`src/rtl/vp3_pkg.sv`:
```
`timescale 1ns / 1ps
`default_nettype none
// ----------------------------------------------------------------------------
// vp3_pkg
// shared widths and types for the 3d vector projection pipeline
// ----------------------------------------------------------------------------
package vp3_pkg;

    localparam int COMP_W    = 32;              // component width
    localparam int WIDE_W    = 2 * COMP_W;      // dot product and norm width
    localparam int DIV_STEPS = COMP_W;          // quotient bits produced
    localparam int LANES     = 3;

    // control that travels with an item through the divider
    typedef struct packed {
        logic             valid;
        logic             zero;
        logic [LANES-1:0] neg;
    } t_ctl;

    // one divider lane: partial remainder and shifting numerator / quotient
    typedef struct packed {
        logic [WIDE_W-1:0] rem;
        logic [COMP_W-1:0] low;
    } t_lane;

endpackage

`default_nettype wire

```
`src/rtl/vp3_div_stage.sv`:
```
`timescale 1ns / 1ps
`default_nettype none
// ----------------------------------------------------------------------------
// vp3_div_stage
// one restoring division step for all three lanes, registered
// ----------------------------------------------------------------------------
module vp3_div_stage (
    input  wire logic                      i_clk,
    input  wire logic                      i_rst_n,
    input  wire logic                      i_en,
    input  wire vp3_pkg::t_ctl             i_ctl,
    input  wire logic [vp3_pkg::WIDE_W-1:0] i_den,
    input  wire vp3_pkg::t_lane [vp3_pkg::LANES-1:0] i_lane,
    output vp3_pkg::t_ctl                  o_ctl,
    output logic [vp3_pkg::WIDE_W-1:0]     o_den,
    output vp3_pkg::t_lane [vp3_pkg::LANES-1:0] o_lane
);
    import vp3_pkg::*;

    t_ctl                r_ctl;
    logic [WIDE_W-1:0]   r_den;
    t_lane [LANES-1:0]   r_lane;
    t_lane [LANES-1:0]   n_lane;

    always_comb begin
        logic [WIDE_W:0] t;
        logic [WIDE_W:0] d;
        for (int i = 0; i < LANES; i++) begin
            t = {i_lane[i].rem, i_lane[i].low[COMP_W-1]};
            d = {1'b0, i_den};
            if (t >= d) begin
                n_lane[i].rem = WIDE_W'(t - d);
                n_lane[i].low = {i_lane[i].low[COMP_W-2:0], 1'b1};
            end else begin
                n_lane[i].rem = t[WIDE_W-1:0];
                n_lane[i].low = {i_lane[i].low[COMP_W-2:0], 1'b0};
            end
        end
    end

    always_ff @(posedge i_clk) begin
        if (!i_rst_n) begin
            r_ctl.valid <= 1'b0;
        end else if (i_en) begin
            r_ctl.valid <= i_ctl.valid;
        end
    end

    always_ff @(posedge i_clk) begin
        if (i_en) begin
            r_ctl.zero <= i_ctl.zero;
            r_ctl.neg  <= i_ctl.neg;
            r_den      <= i_den;
            r_lane     <= n_lane;
        end
    end

    assign o_ctl  = r_ctl;
    assign o_den  = r_den;
    assign o_lane = r_lane;

endmodule

`default_nettype wire
```
`config.mk`:
```
export PLATFORM = sky130hd
export DESIGN_NAME = vp3_div_stage
export DESIGN_NICKNAME = d
export VERILOG_FILES = /design/src/rtl/vp3_pkg.sv /design/src/rtl/vp3_div_stage.sv
export SDC_FILE = /design/constraint.sdc
export NUM_CORES = 1
export LEC_CHECK = 0
export BUFFER_PORTS_ARGS = -buffer_cell sky130_fd_sc_hd__buf_2
export CORE_AREA = 2 2 279 281
export CTS_BUF_LIST = sky130_fd_sc_hd__clkbuf_8
export DETAILED_ROUTE_END_ITERATION = 10
export DIE_AREA = 0 0 281 283
export PLACE_DENSITY_LB_ADDON = 0.25
export SLEW_MARGIN = 20
export SYNTH_ARGS = -nofsm -noshare
export SYNTH_HDL_FRONTEND = slang
export SYNTH_SLANG_ARGS = --single-unit
```
`constraint.sdc`:
```
create_clock -name i_clk -period 3.2 [get_ports i_clk]
set_input_delay 0.48 -clock i_clk [delete_from_list [all_inputs] [get_ports i_clk]]
set_output_delay 0.48 -clock i_clk [all_outputs]
set_load 0.005 [all_outputs]
```
==> results.md, run 1 <==
* Synthesized instance count at 2553
* Multi-input gate area at 13300 um2
* RSZ-0062 raised after global routing: yes
* CTS tree: built
* Row count at 102
* Worst slew margin at 0.347
* Area fraction of the dominant cell type after synthesis at 0.434
* Power share of the sequential group at 0.353
* Setup WS pre-CTS at -1980 ps
* Worst setup EP type: register
* Clock Pin Slew Worst Setup and Hold Paths at 60 ps
* DR WL met2 at 56200 um
* Die X at 281 um
* CTS Buf Count at 72
* Nets at 4819
* Yosys reg bits at 357
* Clock Sinks at 357
* Wire length per cell at 21.4 um
* Die area at 79500 um2
* Worst skew pair latency at 670 ps
* Seq/Total Area, Yosys at 0.435
* Measured slew at the worst slew-check pin at 971 ps
* Cell Area, Synth at 24600 um2
* Max frequency at 258 MHz
* Tightest Hold Check Type: in -> reg
* Logic pwr share at 0.371
* # DRC at 0
* Max-cap violations at 0
* Post-synth cell types at 79
* Final setup violation count at 65
* Failing checks: setup timing
* Setup TNS at -38450 ps
* Synthesized Nets at 3108
* Tcrit/Tclk final at 1.21
* Initial DRC Count at 1584
* Run status: complete, but fails checks
* Share of layout cells above drive strength 1 at 0.423
* Largest net degree at the start of global routing at 86
* Remaining antenna violation count at 0
* Fin. Hold Viols at 0
* Crit path DAT at 4290 ps
* Fin worst setup slack at -676 ps
* Die height at 283 um
* Initial Utilization at 0.321
* Design internal power at 11.5 mW
* DR WL met3 at 8270 um
* Post-synth top flop: edfxtp_1
* Overflow after GRT at 0
* Fin crit period at 3880 ps
* Drt pass-1 iters at 7
* Max FO, Critical Path at 6
* Average size of a mapped cell at 9.64 um2
* Initial antenna violation count at 25
* Max VDD drop at 0.228 mV
* Area leader, netlist: edfxtp_1
* FILL cells at 7206
* Wl on met1 at 46800 um
* GPL Wtd Cong at 0.952
* GRT Total Usage at 0.278
* FFs w/ async S/R, synth at 0
* CP required at 3620 ps
* IO Pins at 717
* Ranking of synthesized cells by area: edfxtp_1 (43%), ha_1 (9.8%), a21oi_1 (7.0%)
* Detailed Place HPWL at 93600 um
* Vias/cell at 4.97
* Clock network fraction of design power at 0.276
* Area Growth Syn to Fin at 60.3%
* Max Used Layer: met5
* Yosys Warn Count at 0
* Pwr Density at 438 nW/um2
* H-tree depth at 3
* Core area at 76700 um2
* Switching share of power at 0.334
* Routed WL at 115000 um
* Post-synth EDFFs at 356
* Worst Skew at 0 ps
* Hold_ws at 50.7 ps
* Input/output buffers at 716
* Clock root cell: clkbuf_8
* First-pass GRT wire length at 165000 um
* FF+latch area at 10700 um2
* CP startpoint kind: input pin
* Static Leak at 18.6 nW
* Critical path class: in -> reg
* Max-slew violations at 0
* Vias at 26700
* Final Total Pwr at 17.3 mW
* Number of global-route vias before repair at 26600
* Clock buffer depth at 3
* Sw Pwr at 5.77 mW
-- through the flow --
| step | cells | utilization | instance area (um2) |
|---|---|---|---|
| floorplan | 2553 | - | 24700 |
| global placement | 5049 | 0.465 | 35700 |
| detailed placement | 5049 | 0.466 | 35700 |
| CTS | 5341 | 0.509 | 39000 |
| global route | 5358 | 0.514 | 39400 |
| finish | 5367 | 0.514 | 39500 |
-- power by group through the flow --
stage | Combinational, mW | Clock [mW] | Sequential, mW
floorplan | 2.57 | 0 | 6.22
global placement | 5.96 | 0 | 6.19
detailed placement | 5.98 | 0 | 6.19
CTS | 6.27 | 4.91 | 6.10
global route | 6.92 | 5.09 | 6.14
finish | 6.41 | 4.77 | 6.10
-- final timing paths --
kind | start | endpoint | slack (ps) | depth (start not counted)
max | i_den[60] | o_lane[240] | -680 | 15
min | i_den[58] | o_den[58] | 50 | 1
max reg2reg | o_ctl[4] | o_ctl[4] | 2610 | 2
min reg2reg | o_ctl[4] | o_ctl[4] | 530 | 2
-- synthesized netlist by cell type, drive strengths merged, types with 47 or more instances --
cell    instances
o21ai         148
xor2           69
nand2         170
nor2          261
inv           144
a21o          109
o21bai         47
ha            192
nand4          58
edfxtp        356
xnor2          98
a21oi         372
clkbuf         82
-- cells by family (layout without fill, tap and decap cells) --
family	Yosys count	in the layout	synth area share
compound gates	873	873	0.223
other cells	0	11	0
xor+xnor	167	167	0.0594
flops	357	357	0.435
buf+inv	254	2017	0.0434
mux	21	21	0.00951
simple gates	686	686	0.129
fa+ha+maj	195	195	0.100
-- per-layer routing --
layer | GRT usage | vias up
met1 | 0.331 | 12600
met4 | 0.0858 | 28
met2 | 0.489 | 918
li1 | - | 13000
met3 | 0.0700 | 209
met5 | 0 | -
-- flip-flops by register name, summed over array words and instances, names as in the netlist --
name / flops
o_lane: 288
o_den: 64
o_ctl: 5
-- layout make-up --
| cell class | count | area share |
|---|---|---|
| flip-flops and latches | 357 | 0.271 |
| well taps | 1040 | 0.0330 |
| inverters | 145 | 0.0142 |
| multi-input cells | 1942 | 0.337 |
| clock buffers | 74 | 0.0258 |
| repair buffers | 1746 | 0.309 |
| clock inverters | 52 | 0.00897 |
| diodes | 11 | 0.000698 |
-- cells in the final DEF, fill, tap and decap left out, types with 74 or more instances in the layout --
cell type	synthesis	final
inv_1	143	158
buf_4	2	836
xnor2_1	98	98
nand2_1	170	167
buf_2	14	713
edfxtp_1	356	356
o21ai_0	137	129
a21oi_1	343	329
ha_1	192	184
dlygate4sd3_1	0	154
clkbuf_8	0	74
nor2_1	261	256
a21o_1	109	109
-- worst max-delay path, stage by stage --
cell and delay (ps):
buf_8 80, clkinvlp_4 180, ha_4 330, nand4_1 120, or4_4 600, or4_4 470, nor4_4 300, nand4_1 280
nor4_4 440, a2111oi_4 150, o21a_2 190, clkinv_4 80, buf_12 140, buf_4 120, mux2_4 290
-- repair_timing --
action                                  in CTS  in global routing
hold buffers                               154                  0
endpoints found under the setup margin     120                183
buffers inserted                            11                 13
gates resized for setup                     59                 56
pin swaps                                   12                  9
gates cloned                                 2                  5
endpoints found under the hold margin      154                  0
(Power assumes the default switching activity.)
==> run 2: changes to the inputs <==
==> constraint.sdc (replaced) <==
create_clock -name i_clk -period 3.47 [get_ports i_clk]
set_input_delay 0.5205 -clock i_clk [delete_from_list [all_inputs] [get_ports i_clk]]
set_output_delay 0.5205 -clock i_clk [all_outputs]
set_load 0.005 [all_outputs]
==> run 2 against run 1 <==
  * Clock skew unchanged
  * Critical path depth is 1 lower
  * The flow now finishes without violations
  * Via count shrank 4.1%
  * Non-clock buffer count fell by 189
  * Critical endpoint is now o_lane[286]
  * Largest power group is now sequential cells
  * Largest cell class unchanged
  * Register-to-register slack better by 260 ps
  * Global-route usage fell by 1.9 points
==> results.md, run 2 (synthesized netlist as in run 1, its figures left out) <==
* Max reg flops at 288 (unchanged)
* Fin. Hold Viols at 0 (unchanged)
* Clock root cell: clkbuf_8
* Row count at 102 (unchanged)
* CP startpoint kind: input pin
* Tightest Hold Check Type: in -> reg
* Multi-input gate area at 13000 um2 (-2.6%)
* Switching share of power at 0.334 (about the same)
* Drt pass-1 iters at 5 (-2)
* FF+latch area at 10700 um2 (unchanged)
* Max-cap violations at 0 (unchanged)
* Commonest non-fill, non-tap cells in the layout: buf_2 (715), buf_4 (694), edfxtp_1 (356), a21oi_1 (343), nor2_1 (260)
* GRT Total Usage at 0.259 (-0.0192)
* Setup TNS at 0 ps (+38450 ps)
* Static Leak at 17.5 nW (-5.8%)
* Remaining antenna violation count at 0 (unchanged)
* Number of global-route vias before repair at 25800 (-3.0%)
* Setup WS pre-CTS at -933 ps (+1040 ps)
* Tcrit/Tclk final at 0.974
* Final setup violation count at 0 (-100%)
* Fin worst setup slack at 89.6 ps (+765 ps)
* Logic pwr share at 0.353 (-0.018)
* Detailed Place HPWL at 88100 um (-5.9%)
* Critical path class: in -> reg
* IO Pins at 717 (unchanged)
* Routed WL at 107000 um (-7.1%)
* Pwr Density at 407 nW/um2 (-7.2%)
* Fin util at 0.488 (-0.0262)
* Nets at 4630 (-3.9%)
* Share of layout cells above drive strength 1 at 0.392 (-0.0308)
* Area Growth Syn to Fin at 52.2%
* Overflow after GRT at 0 (unchanged)
* H-tree depth at 3 (unchanged)
* Crit path DAT at 3800 ps (-490 ps)
* Clock buffer depth at 3 (unchanged)
* Largest net degree at the start of global routing at 82 (-4.7%)
* Clock Pin Slew Worst Setup and Hold Paths at 60 ps (about the same)
* Die X at 281 um (unchanged)
* Worst slew margin at 0.416 (+0.0685)
* Run status: completed
* R2R depth at 2 (unchanged)
* Die height at 283 um (unchanged)
* Design internal power at 10.1 mW (-12%)
* Max VDD drop at 0.354 mV (+55%)
* Input/output buffers at 716 (unchanged)
* Final Total Pwr at 15.2 mW (-12%)
* Core area at 76700 um2 (unchanged)
* Fin cells at 5183 (-3.4%)
* Initial Utilization at 0.321 (unchanged)
* Measured slew at the worst slew-check pin at 877 ps (-94.5 ps)
* Initial antenna violation count at 29 (+16%)
* First-pass GRT wire length at 155000 um (-6.1%)
* Worst setup EP type: register
* Max FO, Critical Path at 4 (-2)
* Hold Crit Depth at 1 (unchanged)
* RSZ-0062 raised after global routing: yes
* GPL Wtd Cong at 0.930 (-2.3%)
* Max-slew violations at 0 (unchanged)
* Clock Sinks at 357 (unchanged)
* Worst skew pair latency at 670 ps (about the same)
* Clock network fraction of design power at 0.278 (+0.002)
* Most common cell after layout, fill and taps aside: buf_2
* Power share of the sequential group at 0.369 (+0.016)
* Worst Skew at 0 ps (unchanged)
* Fin crit period at 3380 ps
* # DRC at 0 (unchanged)
* CTS Buf Count at 71 (-1.4%)
* CTS tree: built
* Vias at 25600 (-4.1%)
* Die area at 79500 um2 (unchanged)
* FILL cells at 7355 (+2.1%)
* CP required at 3890 ps (+270 ps)
* Max frequency at 296 MHz
* Initial DRC Count at 1594 (+0.63%)
* Vias/cell at 4.94 (-0.74%)
* Placed insts at 4915 (-2.7%)
* Wire length per cell at 20.6 um (-3.8%)
* Sw Pwr at 5.08 mW (-12%)
-- run 2: changes by cell type in the layout (fill, tap and decap cells not counted), sizes merged --
cell / delta
buf: -151
dlygate4sd3: -33
clkinv: +8
clkbuf: -7
bufinv: -2
diode: +2
bufbuf: -1
clkinvlp: -1
inv: +1
-- run 2: power groups by stage --
stage / sequential, mW / combinational, mW / clock, mW
after global placement: 5.70 / 5.16 / 0
after detailed placement: 5.70 / 5.17 / 0
final: 5.62 / 5.37 / 4.23
after CTS: 5.62 / 5.31 / 4.39
after floorplan: 5.73 / 2.35 / 0
after global routing: 5.65 / 5.86 / 4.53
-- run 2: critical path, stage by stage --
cell      delay, ps
buf_2           140
inv_1           230
ha_1            290
nor2b_1         150
o31a_1          290
o31ai_2         410
a211oi_1        140
buf_4           170
o211ai_1        540
a31o_2          290
o2111a_1        250
a21oi_1          90
xnor2_1         210
a21oi_2          80
-- run 2: final cells by class --
cell class              count  share of cell area
repair inverters            1            0.000434
clock buffers              71              0.0261
multi-input cells        1942               0.346
well taps                1040              0.0348
diodes                     13            0.000869
clock inverters            57             0.00969
flip-flops and latches    357               0.286
inverters                 145              0.0151
repair buffers           1557               0.281
-- run 2: worst paths after layout --
| kind | startpoint | end | slack, ps |
|---|---|---|---|
| worst max register to register | o_ctl[4] | o_ctl[4] | 2870 |
| worst min-delay path | i_den[12] | o_den[12] | 60 |
| worst max-delay path | i_den[2] | o_lane[286] | 90 |
| worst min register to register | o_ctl[4] | o_ctl[4] | 530 |
-- run 2: layer usage --
layer / GRT usage / vias to the layer above / part of all wire
met5: 0 / - / 0.0010
li1: - / 12600 / -
met2: 0.445 / 804 / 0.48
met1: 0.323 / 12000 / 0.42
met4: 0.0886 / 16 / 0.031
met3: 0.0503 / 182 / 0.066
-- run 2: timing repair --
item	4_1_cts	5_1_grt
hold endpoints to repair	121	0
buffers inserted	0	4
hold buffers	121	0
cloned	0	2
gates resized for setup	2	31
pin swaps	0	2
setup endpoints to repair	63	120
-- run 2: through the flow --
step                cell area, um2  hold slack (ps)
finish                       37400             59.5
global route                 37400             18.4
CTS                          37200            0.145
detailed placement           34600              520
global placement             34600              496
floorplan                    24600              507
==> run 3: changes to the inputs <==
--- a/config.mk
+++ b/config.mk
@@ -6,10 +6,10 @@
 export NUM_CORES = 1
 export LEC_CHECK = 0
 export BUFFER_PORTS_ARGS = -buffer_cell sky130_fd_sc_hd__buf_2
-export CORE_AREA = 2 2 279 281
+export CORE_AREA = 2 2 276 278
 export CTS_BUF_LIST = sky130_fd_sc_hd__clkbuf_8
 export DETAILED_ROUTE_END_ITERATION = 10
-export DIE_AREA = 0 0 281 283
+export DIE_AREA = 0 0 278 280
 export PLACE_DENSITY_LB_ADDON = 0.25
 export SLEW_MARGIN = 20
 export SYNTH_ARGS = -nofsm -noshare
==> constraint.sdc (replaced) <==
create_clock -name i_clk -period 3.9 [get_ports i_clk]
set_input_delay 0.585 -clock i_clk [delete_from_list [all_inputs] [get_ports i_clk]]
set_output_delay 0.585 -clock i_clk [all_outputs]
set_load 0.005 [all_outputs]
==> run 3 against run 2 <==
  * Clock power fell by 5.7%
  * Combinational power fell by 20%
  * Critical path depth rose by 2
  * Via count fell by 5.6%
  * Count of clock-buffer cells in the layout rose by 1
  * Sequential power fell by 11%
  * Global-route usage fell by 0.40 points
  * Wire length fell by 3.5%
  * Largest cell class unchanged
==> results.md, run 3 (synthesized netlist as in run 1, its figures left out) <==
* Logic pwr share at 0.324 (-0.029)
* Detailed Place HPWL at 86500 um (-1.8%)
* Fin. Hold Viols at 0 (unchanged)
* Tightest Hold Check Type: in -> reg
* Switching share of power at 0.325 (-0.00861)
* R2R depth at 2 (unchanged)
* Sw Pwr at 4.31 mW (-15%)
* Tcrit/Tclk final at 0.905
* Initial Utilization at 0.327 (+0.00644)
* H-tree depth at 3 (unchanged)
* Max FO, Critical Path at 14 (+10)
* Initial antenna violation count at 27 (-6.9%)
* Largest net degree at the start of global routing at 86 (+4.9%)
* Slowest stage delay, CP at 620 ps (+80 ps)
* CTS Buf Count at 71 (unchanged)
* Measured slew at the worst slew-check pin at 821 ps (-55.9 ps)
* Post-route cell area at 33700 um2 (-10%)
* Run status: completed
* Max VDD drop at 0.275 mV (-22%)
* Crit path capture: o_lane[245]
* Power share of the sequential group at 0.376 (+0.007)
* IO Pins at 717 (unchanged)
* Row count at 101 (-0.98%)
* Critical path class: in -> reg
* Placed cell area at 32200 um2 (-6.9%)
* Static Leak at 15.5 nW (-11%)
* Max reg flops at 288 (unchanged)
* Commonest non-fill, non-tap cells in the layout: buf_2 (715), buf_4 (396), edfxtp_1 (356), a21oi_1 (343), nor2_1 (261)
* CP startpoint kind: input pin
* Clock network fraction of design power at 0.300 (+0.022)
* Fin util at 0.448 (-0.0401)
* Die height at 280 um (-1.1%)
* Flop2flop setup slack at 3320 ps (+450 ps)
* Worst setup EP type: register
* Drt pass-1 iters at 9 (+4)
* Number of global-route vias before repair at 23900 (-7.5%)
* Clock buffer depth at 3 (unchanged)
* Clock Pin Slew Worst Setup and Hold Paths at 60 ps (about the same)
* Design internal power at 8.96 mW (-12%)
* Final setup violation count at 0 (unchanged)
* Overflow after GRT at 0 (unchanged)
* Slowest cell on crit path: or4_1
* Worst skew pair latency at 650 ps (-20 ps)
* Critical Path Source: i_den[59]
* RSZ-0062 raised after global routing: no
* Die X at 278 um (-1.1%)
* Most common cell after layout, fill and taps aside: buf_2
* Max frequency at 283 MHz
* Nets at 4201 (-9.3%)
* Clock Sinks at 357 (unchanged)
* Post-CTS setup buffer count at 0 (unchanged)
* Vias at 24100 (-5.6%)
* Worst Skew at 0 ps (unchanged)
* # DRC at 0 (unchanged)
* CP Cell Sequence: buf_2 > inv_1 > ha_1 > nand4_1 > or4_1 > or4_1 > nor4_2 > nand4_1 > nor4_2 > a2111oi_0 > o21a_1 > clkinv_4 > buf_12 > buf_4 > nor2_1 > a21oi_1
* Pwr Density at 394 nW/um2 (-3.1%)
* CP required at 4370 ps (+480 ps)
* Core area at 75200 um2 (-2.0%)
* Worst slew margin at 0.453 (+0.0373)
* CTS tree: built
* GRT Total Usage at 0.255 (-0.00405)
* Wire length per cell at 22.0 um (+6.7%)
* Initial DRC Count at 1847 (+16%)
* Routed WL at 103000 um (-3.5%)
* Remaining antenna violation count at 0 (unchanged)
* Reg2reg end: o_ctl[4]
* Share of layout cells above drive strength 1 at 0.352 (-0.0405)
* Max-cap violations at 0 (unchanged)
* Die area at 77800 um2 (-2.1%)
* GPL Wtd Cong at 0.950 (+2.2%)
* Input/output buffers at 716 (unchanged)
* Clock root cell: clkbuf_8
* First-pass GRT wire length at 148000 um (-4.2%)
* Crit path DAT at 4000 ps (+200 ps)
* Vias/cell at 5.15 (+4.3%)
* Fin crit period at 3530 ps
* Area Growth Syn to Fin at 36.9%
* Max-slew violations at 0 (unchanged)
* R2R Path Start: o_ctl[4]
run 3: how the worst min path moves through the flow:
stage,startpoint,endpoint,slack (ps),cells after the start
floorplan,o_ctl[4],o_ctl[4],510,2
global placement,o_ctl[4],o_ctl[4],490,2
detailed placement,o_ctl[4],o_ctl[4],500,2
CTS,i_lane[15],o_lane[16],4,1
global route,i_lane[15],o_lane[16],30,1
finish,i_lane[15],o_lane[16],70,1
run 3: final cells by class:
cell class | count | area [um2]
antenna | 8 | 20.0
clock buffer | 72 | 991
clock inverter | 57 | 447
fill | 7421 | 41500
inverter | 145 | 549
multi-input combinational | 1942 | 12800
sequential | 357 | 10700
tap | 978 | 1220
timing repair buffer | 1129 | 6910
run 3: what timing repair did:
action,4_1_cts,5_1_grt
endpoints found under the hold margin,0,0
endpoints found under the setup margin,0,18
hold buffers,0,0
resized for setup,0,1
run 3: worst max-delay path: cells and delay by family:
family | cells | cell delay [ps]
and+or+nand+nor | 7 | 1910
buffers and inverters | 5 | 640
AOI/OAI and AO/OA | 3 | 490
adders and majority gates | 1 | 360
run 3: through the flow:
stage	hold WS, ps	cells	total power, mW	TNS, ps	worst slack, ps
floorplan	507	2553	7.19	0	359
finish	71.8	4688	13.3	0	370
global route	30.7	4687	14.0	0	114
global placement	492	4551	9.34	-16160	-351
detailed placement	500	4551	9.32	-26780	-485
CTS	4.42	4680	13.4	0	204
run 3: layer usage:
layer | global-route usage | share of wire | up-vias
li1 | - | - | 11700
met1 | 0.317 | 0.42 | 11400
met2 | 0.441 | 0.48 | 818
met3 | 0.0577 | 0.068 | 146
met4 | 0.0748 | 0.024 | 20
met5 | 0 | 0.0011 | -
run 3: power groups by stage:
stage	combinational (mW)	clock (mW)	sequential, mW
after floorplan	2.09	0	5.10
after global placement	4.27	0	5.06
after detailed placement	4.26	0	5.06
after CTS	4.29	4.12	4.99
after global routing	4.69	4.28	5.03
final	4.30	3.99	4.99
